==> src/design/cms_pkg.sv <==
`timescale 1ns / 1ps
// Shared types and constants for the CAN message segmenter.
// Used by cms_front, cms_queue, cms_back and the top level.
package cms_pkg;

    // Default frame size in bytes, index byte included
    localparam int FRAME_BYTES_DEF = 8;
    // Frame bytes visible on the output port
    localparam int OUT_BYTES       = 8;
    // Width of the frame index inside the index byte
    localparam int IDX_W           = 6;
    // Descriptor queue depth between front and back
    localparam int QUEUE_DEPTH     = 2;
    // Flag ORed into the index byte of the final segmented frame
    localparam logic [7:0] LAST_FLAG = 8'h80;

    typedef logic [7:0] t_byte;

    // One classified payload beat, handed from front to back
    typedef struct packed {
        t_byte            data;     // payload byte
        logic [2:0]       lane;     // output lane the byte lands in
        logic             lane_en;  // lane lies inside the visible frame
        logic             first;    // first byte of a frame: start from a clear buffer
        logic             done;     // frame completes with this byte
        logic             seg;      // message is split into indexed frames
        logic             last;     // final frame of the message
        logic [IDX_W-1:0] idx;      // frame index for the index byte
        logic [3:0]       flen;     // frame length, low four bits
        logic [1:0]       seq;      // message sequence number
    } t_desc;

endpackage

==> src/design/cms_front.sv <==
`timescale 1ns / 1ps
// Front end: accepts payload beats, tracks message and frame position,
// and classifies each beat into a descriptor. Depends on cms_pkg.
module cms_front #(
    parameter int FRAME_BYTES = cms_pkg::FRAME_BYTES_DEF
) (
    input  logic            i_clk,
    input  logic            i_rst_n,
    input  logic            i_valid,
    input  logic [7:0]      i_data_byte,
    input  logic [7:0]      i_message_length,
    input  logic            i_full,
    output logic            o_stall,
    output logic            o_push,
    output cms_pkg::t_desc  o_desc
);

    localparam int SW = $clog2(FRAME_BYTES);
    localparam logic [7:0]    FB8      = 8'(FRAME_BYTES);
    localparam logic [SW-1:0] FILL_MAX = SW'(FRAME_BYTES - 1);

    logic [1:0]                 r_seq,   n_seq;
    logic [7:0]                 r_len,   n_len;
    logic [7:0]                 r_taken, n_taken;
    logic [SW-1:0]              r_fill,  n_fill;
    logic [cms_pkg::IDX_W-1:0]  r_idx,   n_idx;

    logic                       acc;
    logic                       start;
    logic [7:0]                 len_eff;
    logic [7:0]                 taken_eff;
    logic [7:0]                 taken_nx;
    logic [SW-1:0]              fill_eff;
    logic [SW-1:0]              fill_nx;
    logic [cms_pkg::IDX_W-1:0]  idx_eff;
    logic [1:0]                 seq_eff;
    logic                       plain;
    logic [SW-1:0]              slot;
    logic                       seg_end;
    logic                       seg_full;
    logic [7:0]                 seg_len;

    assign o_stall = i_full;
    assign acc     = i_valid && !i_full;
    assign o_push  = acc;

    // Latch length and advance sequence at the first beat of a message
    always_comb begin
        start     = (r_taken == 8'd0);
        len_eff   = start ? ((i_message_length == 8'd0) ? 8'd1 : i_message_length) : r_len;
        seq_eff   = start ? r_seq + 2'd1 : r_seq;
        taken_eff = start ? 8'd0 : r_taken;
        fill_eff  = start ? '0 : r_fill;
        idx_eff   = start ? '0 : r_idx;
        taken_nx  = taken_eff + 8'd1;
        fill_nx   = fill_eff + SW'(1);
        plain     = (len_eff <= FB8);
        seg_end   = (taken_nx >= len_eff);
        seg_full  = (fill_nx == FILL_MAX);
        seg_len   = 8'(fill_nx) + 8'd1;
        slot      = plain ? taken_eff[SW-1:0] : fill_eff + SW'(1);
    end

    // Classify the beat
    always_comb begin
        o_desc.data    = i_data_byte;
        o_desc.lane    = 3'(slot);
        o_desc.lane_en = (8'(slot) < 8'(cms_pkg::OUT_BYTES));
        o_desc.seq     = seq_eff;
        o_desc.idx     = idx_eff;
        o_desc.seg     = !plain;
        if (plain) begin
            o_desc.first = (taken_eff == 8'd0);
            o_desc.done  = seg_end;
            o_desc.last  = 1'b1;
            o_desc.flen  = len_eff[3:0];
        end else begin
            o_desc.first = (fill_eff == '0);
            o_desc.done  = seg_end || seg_full;
            o_desc.last  = seg_end;
            o_desc.flen  = seg_end ? seg_len[3:0] : FB8[3:0];
        end
    end

    // Advance message position
    always_comb begin
        n_seq   = r_seq;
        n_len   = r_len;
        n_taken = r_taken;
        n_fill  = r_fill;
        n_idx   = r_idx;
        if (acc) begin
            n_seq   = seq_eff;
            n_len   = len_eff;
            n_taken = seg_end ? 8'd0 : taken_nx;
            if (plain || seg_end) begin
                n_fill = '0;
                n_idx  = '0;
            end else if (seg_full) begin
                n_fill = '0;
                n_idx  = idx_eff + cms_pkg::IDX_W'(1);
            end else begin
                n_fill = fill_nx;
                n_idx  = idx_eff;
            end
        end
    end

    always_ff @(posedge i_clk) begin
        if (!i_rst_n) begin
            r_seq   <= '0;
            r_len   <= '0;
            r_taken <= '0;
            r_fill  <= '0;
            r_idx   <= '0;
        end else begin
            r_seq   <= n_seq;
            r_len   <= n_len;
            r_taken <= n_taken;
            r_fill  <= n_fill;
            r_idx   <= n_idx;
        end
    end

endmodule

==> src/design/cms_queue.sv <==
`timescale 1ns / 1ps
// Short descriptor queue between front and back.
// Depends on cms_pkg for the descriptor type and depth.
module cms_queue (
    input  logic            i_clk,
    input  logic            i_rst_n,
    input  logic            i_push,
    input  cms_pkg::t_desc  i_desc,
    input  logic            i_pop,
    output logic            o_full,
    output logic            o_valid,
    output cms_pkg::t_desc  o_desc
);

    localparam int DEPTH = cms_pkg::QUEUE_DEPTH;
    localparam int PW    = $clog2(DEPTH);
    localparam int CW    = $clog2(DEPTH + 1);

    cms_pkg::t_desc r_mem [DEPTH];
    logic [PW-1:0]  r_wr, n_wr;
    logic [PW-1:0]  r_rd, n_rd;
    logic [CW-1:0]  r_count, n_count;
    logic           do_pop;

    assign o_full  = (r_count == CW'(DEPTH));
    assign o_valid = (r_count != '0);
    assign o_desc  = r_mem[r_rd];
    assign do_pop  = i_pop && o_valid;

    // Advance pointers and occupancy
    always_comb begin
        n_wr    = r_wr;
        n_rd    = r_rd;
        n_count = r_count;
        if (i_push) begin
            n_wr = (r_wr == PW'(DEPTH - 1)) ? '0 : r_wr + PW'(1);
        end
        if (do_pop) begin
            n_rd = (r_rd == PW'(DEPTH - 1)) ? '0 : r_rd + PW'(1);
        end
        if (i_push && !do_pop) begin
            n_count = r_count + CW'(1);
        end else if (!i_push && do_pop) begin
            n_count = r_count - CW'(1);
        end
    end

    always_ff @(posedge i_clk) begin
        if (!i_rst_n) begin
            r_wr    <= '0;
            r_rd    <= '0;
            r_count <= '0;
        end else begin
            r_wr    <= n_wr;
            r_rd    <= n_rd;
            r_count <= n_count;
        end
    end

    // Store pushed descriptors
    always_ff @(posedge i_clk) begin
        if (i_push) begin
            r_mem[r_wr] <= i_desc;
        end
    end

endmodule

==> src/design/cms_back.sv <==
`timescale 1ns / 1ps
// Back end: assembles frame bytes from descriptors and holds the finished
// frame in the output register. Depends on cms_pkg.
module cms_back #(
    parameter int FRAME_BYTES = cms_pkg::FRAME_BYTES_DEF
) (
    input  logic            i_clk,
    input  logic            i_rst_n,
    input  logic            i_q_valid,
    input  cms_pkg::t_desc  i_q_desc,
    output logic            o_pop,
    input  logic            i_stall,
    output logic            o_valid,
    output cms_pkg::t_byte  o_bytes [cms_pkg::OUT_BYTES],
    output logic [3:0]      o_frame_length,
    output logic            o_segmented,
    output logic [1:0]      o_sequence_number,
    output logic            o_last_frame
);

    localparam int NB = cms_pkg::OUT_BYTES;
    localparam logic [7:0] FB8 = 8'(FRAME_BYTES);

    cms_pkg::t_byte r_buf [NB];
    cms_pkg::t_byte merged [NB];
    cms_pkg::t_byte r_out [NB];
    logic           r_valid;
    logic [3:0]     r_flen;
    logic           r_seg;
    logic [1:0]     r_seq;
    logic           r_last;
    logic           out_free;
    logic           emit;

    assign out_free = !r_valid || !i_stall;
    assign o_pop    = i_q_valid && (!i_q_desc.done || out_free);
    assign emit     = o_pop && i_q_desc.done;

    // Merge the beat (clear at frame start) and set any index byte
    always_comb begin
        for (int j = 0; j < NB; j++) begin
            merged[j] = i_q_desc.first ? 8'd0 : r_buf[j];
            if (i_q_desc.lane_en && (i_q_desc.lane == 3'(j))) begin
                merged[j] = i_q_desc.data;
            end
        end
        if (i_q_desc.done && i_q_desc.seg) begin
            merged[0] = 8'(i_q_desc.idx) | (i_q_desc.last ? cms_pkg::LAST_FLAG : 8'd0);
        end
    end

    // Hold partial frame; clear it once the frame leaves
    always_ff @(posedge i_clk) begin
        if (o_pop) begin
            for (int j = 0; j < NB; j++) begin
                r_buf[j] <= emit ? 8'd0 : merged[j];
            end
        end
    end

    // Load the output register on a finished frame
    always_ff @(posedge i_clk) begin
        if (emit) begin
            r_out  <= merged;
            r_flen <= i_q_desc.flen;
            r_seg  <= i_q_desc.seg;
            r_seq  <= i_q_desc.seq;
            r_last <= i_q_desc.last;
        end
    end

    always_ff @(posedge i_clk) begin
        if (!i_rst_n) begin
            r_valid <= 1'b0;
        end else if (emit) begin
            r_valid <= 1'b1;
        end else if (!i_stall) begin
            r_valid <= 1'b0;
        end
    end

    assign o_valid           = r_valid;
    assign o_bytes           = r_out;
    assign o_frame_length    = r_flen;
    assign o_segmented       = r_seg;
    assign o_sequence_number = r_seq;
    assign o_last_frame      = r_last;

`ifndef NO_ASSERTIONS
    // A segmented frame that is not the last one is always full
    a_full_mid: assert property (@(posedge i_clk) disable iff (!i_rst_n)
        r_valid && r_seg && !r_last |-> r_flen == FB8[3:0])
        else $error("segmented middle frame is not full");

    // A plain frame is always the last frame of its message
    a_plain_last: assert property (@(posedge i_clk) disable iff (!i_rst_n)
        r_valid && !r_seg |-> r_last)
        else $error("plain frame without last flag");

    // The index byte carries the last flag and a clear bit six
    a_idx_byte: assert property (@(posedge i_clk) disable iff (!i_rst_n)
        r_valid && r_seg |-> (r_out[0][7] == r_last) && !r_out[0][6])
        else $error("index byte does not match last flag");

    // A finished frame is never overwritten while stalled
    a_no_overrun: assert property (@(posedge i_clk) disable iff (!i_rst_n)
        r_valid && i_stall |-> !emit)
        else $error("frame loaded over a stalled frame");
`endif

endmodule

==> src/design/can_message_segmenter.sv <==
`timescale 1ns / 1ps
// Takes one payload byte per beat and emits CAN-style frames: a message of up
// to FRAME_BYTES bytes leaves as one plain frame, a longer one as indexed
// frames of an index byte and up to FRAME_BYTES-1 data bytes, the last marked
// with bit 7 of its index byte. Unless a finished frame waits on a stalled
// output, the block sustains one byte per clock: the front end classifies
// each byte in the cycle it is accepted, a two-entry queue decouples it from
// the back end, and the back end merges one byte per clock into the frame
// buffer. A frame enters the output register once its final byte leaves the
// queue. While a finished frame waits on a stalled output, bytes of the
// next frame keep flowing; only that frame's final byte waits, the queue then
// takes one more beat and the input stalls until the output is taken.
// Depends on cms_pkg, cms_front, cms_queue and cms_back.
module can_message_segmenter #(
    parameter int FRAME_BYTES = cms_pkg::FRAME_BYTES_DEF
) (
    input  logic        i_clk,
    input  logic        i_rst_n,
    input  logic        i_valid,
    output logic        o_stall,
    input  logic [7:0]  i_data_byte,
    input  logic [7:0]  i_message_length,
    output logic        o_valid,
    input  logic        i_stall,
    output logic [7:0]  o_frame_byte_0,
    output logic [7:0]  o_frame_byte_1,
    output logic [7:0]  o_frame_byte_2,
    output logic [7:0]  o_frame_byte_3,
    output logic [7:0]  o_frame_byte_4,
    output logic [7:0]  o_frame_byte_5,
    output logic [7:0]  o_frame_byte_6,
    output logic [7:0]  o_frame_byte_7,
    output logic [3:0]  o_frame_length,
    output logic        o_segmented,
    output logic [1:0]  o_sequence_number,
    output logic        o_last_frame
);

    cms_pkg::t_desc front_desc;
    cms_pkg::t_desc q_desc;
    cms_pkg::t_byte bytes [cms_pkg::OUT_BYTES];
    logic           push;
    logic           q_full;
    logic           q_valid;
    logic           pop;

    // Classify incoming beats
    cms_front #(.FRAME_BYTES(FRAME_BYTES)) u_front (
        .i_clk            (i_clk),
        .i_rst_n          (i_rst_n),
        .i_valid          (i_valid),
        .i_data_byte      (i_data_byte),
        .i_message_length (i_message_length),
        .i_full           (q_full),
        .o_stall          (o_stall),
        .o_push           (push),
        .o_desc           (front_desc)
    );

    // Decouple front and back
    cms_queue u_queue (
        .i_clk   (i_clk),
        .i_rst_n (i_rst_n),
        .i_push  (push),
        .i_desc  (front_desc),
        .i_pop   (pop),
        .o_full  (q_full),
        .o_valid (q_valid),
        .o_desc  (q_desc)
    );

    // Assemble and present frames
    cms_back #(.FRAME_BYTES(FRAME_BYTES)) u_back (
        .i_clk             (i_clk),
        .i_rst_n           (i_rst_n),
        .i_q_valid         (q_valid),
        .i_q_desc          (q_desc),
        .o_pop             (pop),
        .i_stall           (i_stall),
        .o_valid           (o_valid),
        .o_bytes           (bytes),
        .o_frame_length    (o_frame_length),
        .o_segmented       (o_segmented),
        .o_sequence_number (o_sequence_number),
        .o_last_frame      (o_last_frame)
    );

    assign o_frame_byte_0 = bytes[0];
    assign o_frame_byte_1 = bytes[1];
    assign o_frame_byte_2 = bytes[2];
    assign o_frame_byte_3 = bytes[3];
    assign o_frame_byte_4 = bytes[4];
    assign o_frame_byte_5 = bytes[5];
    assign o_frame_byte_6 = bytes[6];
    assign o_frame_byte_7 = bytes[7];

endmodule

==> config.mk <==
export PLATFORM = sky130hd
export DESIGN_NAME = can_message_segmenter
export DESIGN_NICKNAME = d
export VERILOG_FILES = /design/src/design/cms_pkg.sv /design/src/design/cms_front.sv /design/src/design/cms_queue.sv /design/src/design/cms_back.sv /design/src/design/can_message_segmenter.sv
export SDC_FILE = /design/constraint.sdc
export NUM_CORES = 1
export LEC_CHECK = 0
export BUFFER_PORTS_ARGS = -buffer_cell sky130_fd_sc_hd__buf_2
export CAP_MARGIN = 40
export CORE_ASPECT_RATIO = 1.75
export CORE_UTILIZATION = 45
export CTS_BUF_LIST = sky130_fd_sc_hd__clkbuf_8 sky130_fd_sc_hd__clkbuf_16
export CTS_CLUSTER_SIZE = 8
export DETAILED_ROUTE_END_ITERATION = 7
export PLACE_DENSITY = 0.75
export SYNTH_ARGS = -nofsm -noshare
export SYNTH_HDL_FRONTEND = slang
export SYNTH_SLANG_ARGS = --single-unit
==> constraint.sdc <==
create_clock -name i_clk -period 3.6 [get_ports i_clk]
set_input_delay 0.54 -clock i_clk [delete_from_list [all_inputs] [get_ports i_clk]]
set_output_delay 0.54 -clock i_clk [all_outputs]
set_load 0.03 [all_outputs]
# Word level (Yosys, flattened, before mapping)
# Memory sizes are Yosys's and may differ from the RTL's. A register that Yosys moved wholly into a read port is not among the register bits.
# Index checks and enable logic that the tools add are counted.
# word_totals
output_inout_bits	74
in_bits	20
rom_bits	0
memories	2
ram_bits	118
latch_bits	0
word_cells	132
register_bits	104
# mem_list
name	depth	word_bits	read_ports	rd_clocked_by_memory_dff	wr	line	text
u_back.r_buf	8	8	8	0	8	cms_back.sv:24	cms_pkg::t_byte r_buf [NB];
u_queue.r_mem	2	27	1	1	1	cms_queue.sv:19	cms_pkg::t_desc r_mem [DEPTH];
# classes
n_mux	54
bitwise_logic	1
order_cmp	2
div	0
n_shift	0
reduce_logical	33
multipliers	0
n_eq_ne	10
n_addsub	9
# ops
operator	n
$mux W8	30
$logic_not A8 Y1	3
$mux W6	3
$eq A3 B3 Y1 const B	5
$mux W3	4
$mux W1	11
$add A8 B1 Y8 const B	1
$ge A8 B8 Y1	1
$le A8 B4 Y1 const B	1
$logic_and A1 B1 Y1 const A	8
$mux W2	4
$mux W4	2
$or A6 B8 Y8	1
$logic_and A1 B1 Y1	7
$logic_not A1 Y1	7
$add A6 B1 Y6 const B	1
$eq A3 B2 Y1 const B	2
$logic_not A3 Y1	2
$add A2 B1 Y2 const B	2
$add A3 B1 Y4 const B	1
$logic_or A1 B1 Y1	4
$reduce_bool A2 Y1	2
$add A3 B1 Y3 const B	1
$eq A3 B1 Y1 const B	1
4 further kinds	5

# Longest topological paths before layout
# Gate-level depths: netlist of run 1.
# depth
ltp_word	8
depth_mapped	18
ltp_nobuf	14

# Modules after synthesis
# Synthesis of run 1 repeated with hierarchy kept, for this count alone.
# hier_totals
hier_cells	835
area_unflattened_um2	10311.1
# modules_own_cells
mod	seq_area_each_um2	area_per_inst_um2	cells_per_inst	n_inst
cms_back	4103.9	5930.7	451	1
cms_queue	1781.7	2237.1	109	1
cms_front	540.5	2143.3	275	1

# Least setup slack after synthesis of run 1
# No wires, ideal clock.
# synth_path
kind	register to register
startpoint	reg u_front.r_taken[1]
endpoint	reg u_front.r_idx[4] (netlist name)
slack_ns	-0.104
path_stages_with_launch	17
path_buffers	3
synth_period_minus_slack_ns	3.704
arrival_ns	3.633
setup_ns	0.072
t_required_ns	3.528
cell_sequence	dfxtp_1 inv_1 ha_1 or4b_1 nor4_2 clkbuf_1 mux2i_1 ha_1 a211o_1 a21oi_1 o211ai_1 and2_1 clkbuf_1 a211oi_4 buf_6 a31oi_1 mux2i_1
# synth_via
elab_chain_len	6
word_cells_on_any_way	14
cone_classes	3 x add/sub; 2 x order compare; 1 x eq/ne; 6 x mux; 2 x reduce/logical
# synth_rtl
element	line	text
start, declared	cms_front.sv:24	logic [7:0] r_taken, n_taken;
start signal, assigned	cms_front.sv:119	r_taken <= n_taken;
$logic_not A8 Y1	cms_front.sv:49	start = (r_taken == 8'd0);
$mux W8 or $mux W3 (tied branches)	cms_front.sv:52, cms_front.sv:53	
$add A8 B1 Y8 or $add A3 B1 Y3 (tied branches)	cms_front.sv:55, cms_front.sv:56	
$ge A8 B8 Y1 or $eq A3 B3 Y1 (tied branches)	cms_front.sv:58, cms_front.sv:59	
$logic_or A1 B1 Y1 or $mux W6 (tied branches)	cms_front.sv:96, cms_front.sv:99	
$mux W6 (*)	cms_front.sv:96	if (plain || seg_end) begin
end signal, assigned	cms_front.sv:121	r_idx <= n_idx;
end, declared	cms_front.sv:26	logic [cms_pkg::IDX_W-1:0] r_idx, n_idx;
# Mark *: on every way between the ends. The rest lies on a longest branch, timed or not.
# A chain may end at the register's enable or synchronous reset.

# Final worst setup path of run 1
# layout_path
startpoint	reg u_front.r_taken[1]
endpoint	reg u_front.r_idx[5] (netlist name)
# Same word-level chain as after synthesis.

==> results of run 1 <==
-- cell usage after synthesis (3+ instances only) --
cell type | count | area share [%]
and3_1 | 4 | 0.26
xnor2_1 | 13 | 1.2
nor2b_1 | 68 | 4.5
o211a_1 | 7 | 0.73
mux2_2 | 11 | 1.3
clkbuf_1 | 31 | 1.2
mux2i_1 | 57 | 6.0
nor2_1 | 23 | 0.90
dfxtp_1 | 33 | 6.9
ha_1 | 17 | 2.2
edfxtp_1 | 190 | 60
inv_1 | 13 | 0.51
a31oi_1 | 10 | 0.65
a32o_1 | 4 | 0.42
nor4_1 | 3 | 0.20
a21boi_0 | 9 | 0.71
and2_1 | 14 | 0.92
nand2_1 | 62 | 2.4
nand2b_1 | 8 | 0.52
o21ai_0 | 40 | 2.1
buf_2 | 3 | 0.16
a21oi_1 | 9 | 0.47
nand3_1 | 46 | 2.4
-- cell usage in the layout (no fill, tap or decap), types with 12 or more instances in the layout --
cell type,synthesis,layout
edfxtp_1,190,190
clkbuf_16,0,31
dfxtp_1,33,33
inv_1,13,38
mux2i_1,57,54
xnor2_1,13,12
buf_2,3,93
nor2_1,23,21
nand3_1,46,46
buf_4,0,33
ha_1,17,17
nor2b_1,68,68
o21ai_0,40,40
nand2_1,62,61
and2_1,14,14
-- metal layers --
layer	vias up	share of wire, %	global-route usage [%]
li1	2889	-	-
met1	2865	38	18.80
met2	144	55	33.70
met3	37	3.6	2.339
met4	0	3.4	8.494
met5	-	0	0
-- how the worst max path moves through the flow --
stage,end,slack (ns),cells past startpoint,start
final,u_front.r_idx[5],0.16,14,u_front.r_taken[1]
after global routing,u_front.r_idx[5],-0.01,14,u_front.r_taken[1]
after CTS,u_front.r_idx[5],0.13,14,u_front.r_taken[1]
after detailed placement,u_front.r_idx[5],0.18,14,u_front.r_taken[1]
after global placement,u_front.r_idx[5],0.30,14,u_front.r_taken[1]
after floorplan,u_front.r_idx[4],0.03,16,u_front.r_taken[1]
-- flip-flops by register name, summed over array words and instances, names as in the netlist, named ones only --
name,flops
u_back.o_valid,1
u_back.o_sequence_number,2
u_queue.r_wr,1
u_back.o_segmented,1
u_queue.r_count,2
u_front.r_idx,6
u_queue.r_rd,1
u_back.o_frame_length,4
u_back.o_bytes,64
u_queue.r_mem,54
u_front.r_len,8
u_back.r_buf,64
u_front.r_seq,2
u_back.o_last_frame,1
u_front.r_fill,3
u_front.r_taken,8
-- logic make-up after synthesis --
family / Yosys count / synth area share (%)
mux: 69 / 7.504
xor+xnor: 15 / 1.375
fa+ha+maj: 17 / 2.226
simple gates: 240 / 13.06
flops: 223 / 66.63
buf+inv: 52 / 2.174
compound gates: 101 / 7.033
-- per-stage QoR --
step | utilization [%] | instances
floorplan | - | 717
global route | 54.74 | 1118
detailed placement | 50.31 | 1057
CTS | 54.54 | 1115
global placement | 50.20 | 1054
finish | 54.74 | 1118
-- timing repair --
item | in CTS | in global routing
endpoints found under the hold margin | 0 | 0
gates resized for setup | 0 | 4
endpoints found under the setup margin | 0 | 5
buffers inserted | 0 | 3
-- area by class of cell --
type,instances,area share (%)
repair buffers,129,6.777
clock inverters,27,0.9321
inverters,14,0.4606
well taps,252,2.763
clock buffers,31,6.799
flip-flops and latches,223,55.80
multi-input cells,442,26.47
-- power groups by stage --
stage / clock (mW) / sequential (mW) / combinational [mW]
2_1_floorplan: 0 / 4.64 / 1.66
4_1_cts: 2.60 / 4.20 / 3.03
5_1_grt: 2.69 / 4.26 / 3.28
3_5_place_dp: 0 / 4.24 / 3.01
3_3_place_gp: 0 / 4.21 / 2.96
6_report: 2.55 / 4.19 / 3.02
-- worst max-delay path: stages, from the launching register on --
cell and delay [ns]:
dfxtp_1 0.31, inv_1 0.08, ha_1 0.13, or4b_1 0.47, or4_1 0.47, buf_4 0.24
nand2_1 0.13, inv_1 0.07, ha_1 0.26, xnor2_2 0.20, ha_1 0.21, and4_1 0.25
nand3_1 0.11, xnor2_1 0.14, a32o_1 0.25
==> metrics.yaml, run 1 <==
first_pass_iters: 6
hp-class: "in -> reg"
synth.avg_cell_area_um2: 13.33
status: "finished with violations"
gp_congestion: 0.8870
clock_latency_ns: 0.54
grt_pass1_wl_um: 30360
ys_seq_area_share_pct: 66.63
hpwlAfterDp_um: 12380
intPower_mw: 6.477
nFillCells: 1732
grt_max_degree: 138
fin_crit_ns: 3.437
drc_errors: 10
maxCapViolations: 0
antenna_found_initial: 0
cts_root_buf: "clkbuf_16"
wl_per_cell_um: 17.12
htree_levels: 1
holdBufCountCts: 0
syn-cell-area_mm2: 0.009554
tightest_slew_ns: 0.7868
seqCellArea_mm2: 0.006366
critPathMaxFanout: 22
initial_utilization_pct: 45.83
rr_startpoint: "u_front.r_taken[1]"
async_flop_share_pct: 0
fmax_mhz: 290.9
num_rows: 70
rr_endpoint: "u_front.r_idx[5]"
syn_inst: 717
worstHoldStart: "i_data_byte[1]"
vias: 5935
p_per_area_mw_per_mm2: 856.1
slew_headroom_pct: 46.05
tritoncts: "yes"
path_class: "reg -> reg"
min_path_cells: 1
skew_ns: 0.009132
antenna_left: 0
cp-start-kind: "flip-flop"
ios: 94
viasPerCell: 5.309
leakage_nw: 4.440
rrSetupSlack_ns: 0.16
clkSlewWorstSetupHoldPaths_ns: 0.05
synth-warning-count: 0
clock_sinks: 223
synth_flop_cell: "edfxtp_1"
ys_seq_elements: 223
core_area_mm2: 0.02085
track_usage_pct: 17.65
swShare_pct: 33.69
holdPathEnd: "u_queue.r_mem[1][20]"
overflow: 0
p_comb_share_pct: 31.0
grt_pass1_vias: 6033
ir_worst_vdd_mv: 0.5487
finalHoldViolCount: 0
power.switching_mw: 3.290
dieArea_mm2: 0.02184
crit_required_ns: 4.03
port_buffers: 93
multi_input_area_mm2: 0.003020
whs_ns: 0.2019
synthDistinctLibCells: 54
pre_cts_ws_ns: 0.1756
drtIter0Drc: 490
cts-buffers-inserted: 31
fin_nets: 878
cp-end-kind: "flip-flop"
cts_buffer_depth: 3
postRouteWirelength_um: 19140
clockPowerShare_pct: 26.1
syn_to_final_growth_pct: 19.42
violations: "DRC"
syn_nets: 754
totalPowerFinal_mw: 9.767
maxSlewViolCount: 0
drive_above_1_share_pct: 21.36
num_antenna_cells: 0
finalWorstSetupSlack_ns: 0.1628
seqPwrFrac_pct: 42.9
period_share_pct: 95.48
postLayoutCellArea_mm2: 0.01141
worst_r2r_path_depth: 14
finalSetupViolations: 0
cp.arrival_ns: 3.87
die_w_um: 112.1
dpl_cell_area_mm2: 0.01049
die_y_um: 194.8
fin_setup_tns_ns: 0
synth-edff-count: 190
Power figures use the tool's default switching activity.
==> inputs of run 2 (changes only) <==
--- a/config.mk
+++ b/config.mk
@@ -7,12 +7,14 @@
 export LEC_CHECK = 0
 export BUFFER_PORTS_ARGS = -buffer_cell sky130_fd_sc_hd__buf_2
 export CAP_MARGIN = 40
+export CELL_PAD_IN_SITES_DETAIL_PLACEMENT = 0
+export CELL_PAD_IN_SITES_GLOBAL_PLACEMENT = 2
 export CORE_ASPECT_RATIO = 1.75
-export CORE_UTILIZATION = 45
+export CORE_UTILIZATION = 37
 export CTS_BUF_LIST = sky130_fd_sc_hd__clkbuf_8 sky130_fd_sc_hd__clkbuf_16
 export CTS_CLUSTER_SIZE = 8
 export DETAILED_ROUTE_END_ITERATION = 7
-export PLACE_DENSITY = 0.75
+export PLACE_DENSITY = 0.84
 export SYNTH_ARGS = -nofsm -noshare
 export SYNTH_HDL_FRONTEND = slang
 export SYNTH_SLANG_ARGS = --single-unit
==> run 2 against run 1 <==
  * Flip-flop and latch count did not move
  * Utilization shrank 9.2 points
  * Routed wire length up 5.6%
  * Global-route usage decreased by 2.0 points
  * Die area is 21% higher
  * Sequential power is essentially flat
  * Critical path depth increased by 1
  * Worst hold slack got worse by 0.011 ns
  * Total power rose by 0.46%
  * Sequential share of layout area shrank 0.58 points
  * Largest cell class unchanged
  * The run now ends clean
  * Via count decreased by 0.24%
==> metrics.yaml, run 2 (synthesis gave the netlist of run 1 again) <==
drc_errors: 0
p_per_area_mw_per_mm2: 851.1
worst_r2r_path_depth: 15
cp-start-kind: "flip-flop"
antenna_found_initial: 0
rrSetupSlack_ns: 0.19
grt_pass1_wl_um: 31890
use_met1_pct: 16.57
num_antenna_cells: 0
fin_nets: 883
gp_congestion: 0.7644
cts_root_buf: "clkbuf_16"
totalPowerFinal_mw: 9.812
cp.arrival_ns: 3.88
grt_busiest_layer: "met2"
p_comb_share_pct: 31.4
ir_worst_vdd_mv: 0.4093
hpwlAfterDp_um: 13610
postRouteWirelength_um: 20210
maxSlewViolCount: 0
clock_sinks: 223
clock_latency_ns: 0.54
port_buffers: 93
tightest_slew_ns: 0.7146
first_pass_iters: 4
track_usage_pct: 15.67
whs_ns: 0.1912
num_rows: 77
slew_headroom_pct: 51.00
htree_levels: 1
die_y_um: 214.6
critPathMaxFanout: 8
grtUsageMet2_pct: 30.22
antenna_left: 0
period_share_pct: 94.66
wl_per_cell_um: 17.04
skew_ns: 0.01094
crit_required_ns: 4.08
finalWorstSetupSlack_ns: 0.1924
swShare_pct: 33.74
initial_utilization_pct: 37.71
hp-class: "in -> reg"
grt_pass1_vias: 5835
finalHoldViolCount: 0
status: "completed"
clkSlewWorstSetupHoldPaths_ns: 0.06
clockPowerShare_pct: 25.9
final_cells: 1186
syn_to_final_growth_pct: 20.67
grt_max_degree: 138
intPower_mw: 6.502
ios: 94
cts-buffers-inserted: 31
power.switching_mw: 3.310
die_w_um: 123.5
leakage_nw: 4.460
fin_crit_ns: 3.408
seqPwrFrac_pct: 42.7
utilization_pct: 45.50
place_inst: 1126
core_area_mm2: 0.02534
cts_buffer_depth: 3
rr_endpoint: "u_front.r_idx[3]"
worstSetupStartpoint: "u_front.r_taken[1]"
crit_end: "u_front.r_idx[3]"
mostFrequentLayoutCell: "edfxtp_1"
mostFrequentLayoutCells: "edfxtp_1, buf_2, nor2b_1"
vias: 5921
rr_startpoint: "u_front.r_taken[1]"
overflow: 0
maxCapViolations: 0
tritoncts: "yes"
finalSetupViolations: 0
use_met3_pct: 1.995
cp-end-kind: "flip-flop"
fmax_mhz: 293.5
dieArea_mm2: 0.02649
drive_above_1_share_pct: 21.95
viasPerCell: 4.992
path_class: "reg -> reg"
drtIter0Drc: 487
pre_cts_ws_ns: -0.04047
## run 2: worst min path at each step
stage | start | endpoint | slack (ns) | depth (start not counted)
after floorplan | u_front.r_fill[1] | u_front.r_fill[1] | 0.44 | 1
after global placement | u_front.r_len[0] | u_front.r_len[0] | 0.46 | 2
after detailed placement | u_front.r_len[0] | u_front.r_len[0] | 0.46 | 2
after CTS | i_data_byte[5] | u_queue.r_mem[0][24] | 0.17 | 1
after global routing | i_data_byte[5] | u_queue.r_mem[0][24] | 0.18 | 1
final | i_data_byte[5] | u_queue.r_mem[0][24] | 0.19 | 1
## run 2: critical path, cell delays in order (launching register included)
cell and delay, ns:
dfxtp_1 0.31, inv_1 0.07, ha_1 0.14, or4b_4 0.48, nor4_4 0.27, buf_4 0.19
mux2i_1 0.24, ha_1 0.28, a211o_1 0.28, a21oi_2 0.13, a21oi_1 0.10, and2_1 0.20
a211oi_4 0.27, buf_6 0.18, a31oi_1 0.08, mux2i_1 0.13
## run 2: per-stage QoR
step	cell area [µm²]	TNS (ns)
global placement	10580	0
CTS	11480	0
floorplan	9557	0
detailed placement	10590	-0.08995
finish	11530	0
global route	11530	-0.007240
## run 2: per-layer routing
metal  part of all wire (%)  wire length (µm)
met3                    3.1               636
met2                     57             11550
met1                     37              7470
met4                    2.8               556
met5                      0                 0
## run 2: timing repair
action                                  4_1_cts  5_1_grt
hold endpoints to repair                      0        0
endpoints found under the setup margin        4       11
pin swaps                                     0        2
buffers inserted                              2        1
hold buffers                                  0        0
gates resized for setup                       0        8
## run 2: area by class of cell
type / count / area, µm²
clock inverter: 26 / 97.59
clock buffer: 31 / 775.7
sequential: 223 / 6366
multi-input combinational: 442 / 3039
timing repair buffer: 134 / 802.0
tap: 316 / 395.4
fill: 2268 / 13810
inverter: 14 / 52.55
## run 2: power by group through the flow
stage,combinational [mW],clock (mW),sequential (mW)
global route,3.36,2.71,4.26
detailed placement,3.08,0,4.24
global placement,3.05,0,4.21
CTS,3.10,2.61,4.20
finish,3.08,2.55,4.19
floorplan,1.66,0,4.64
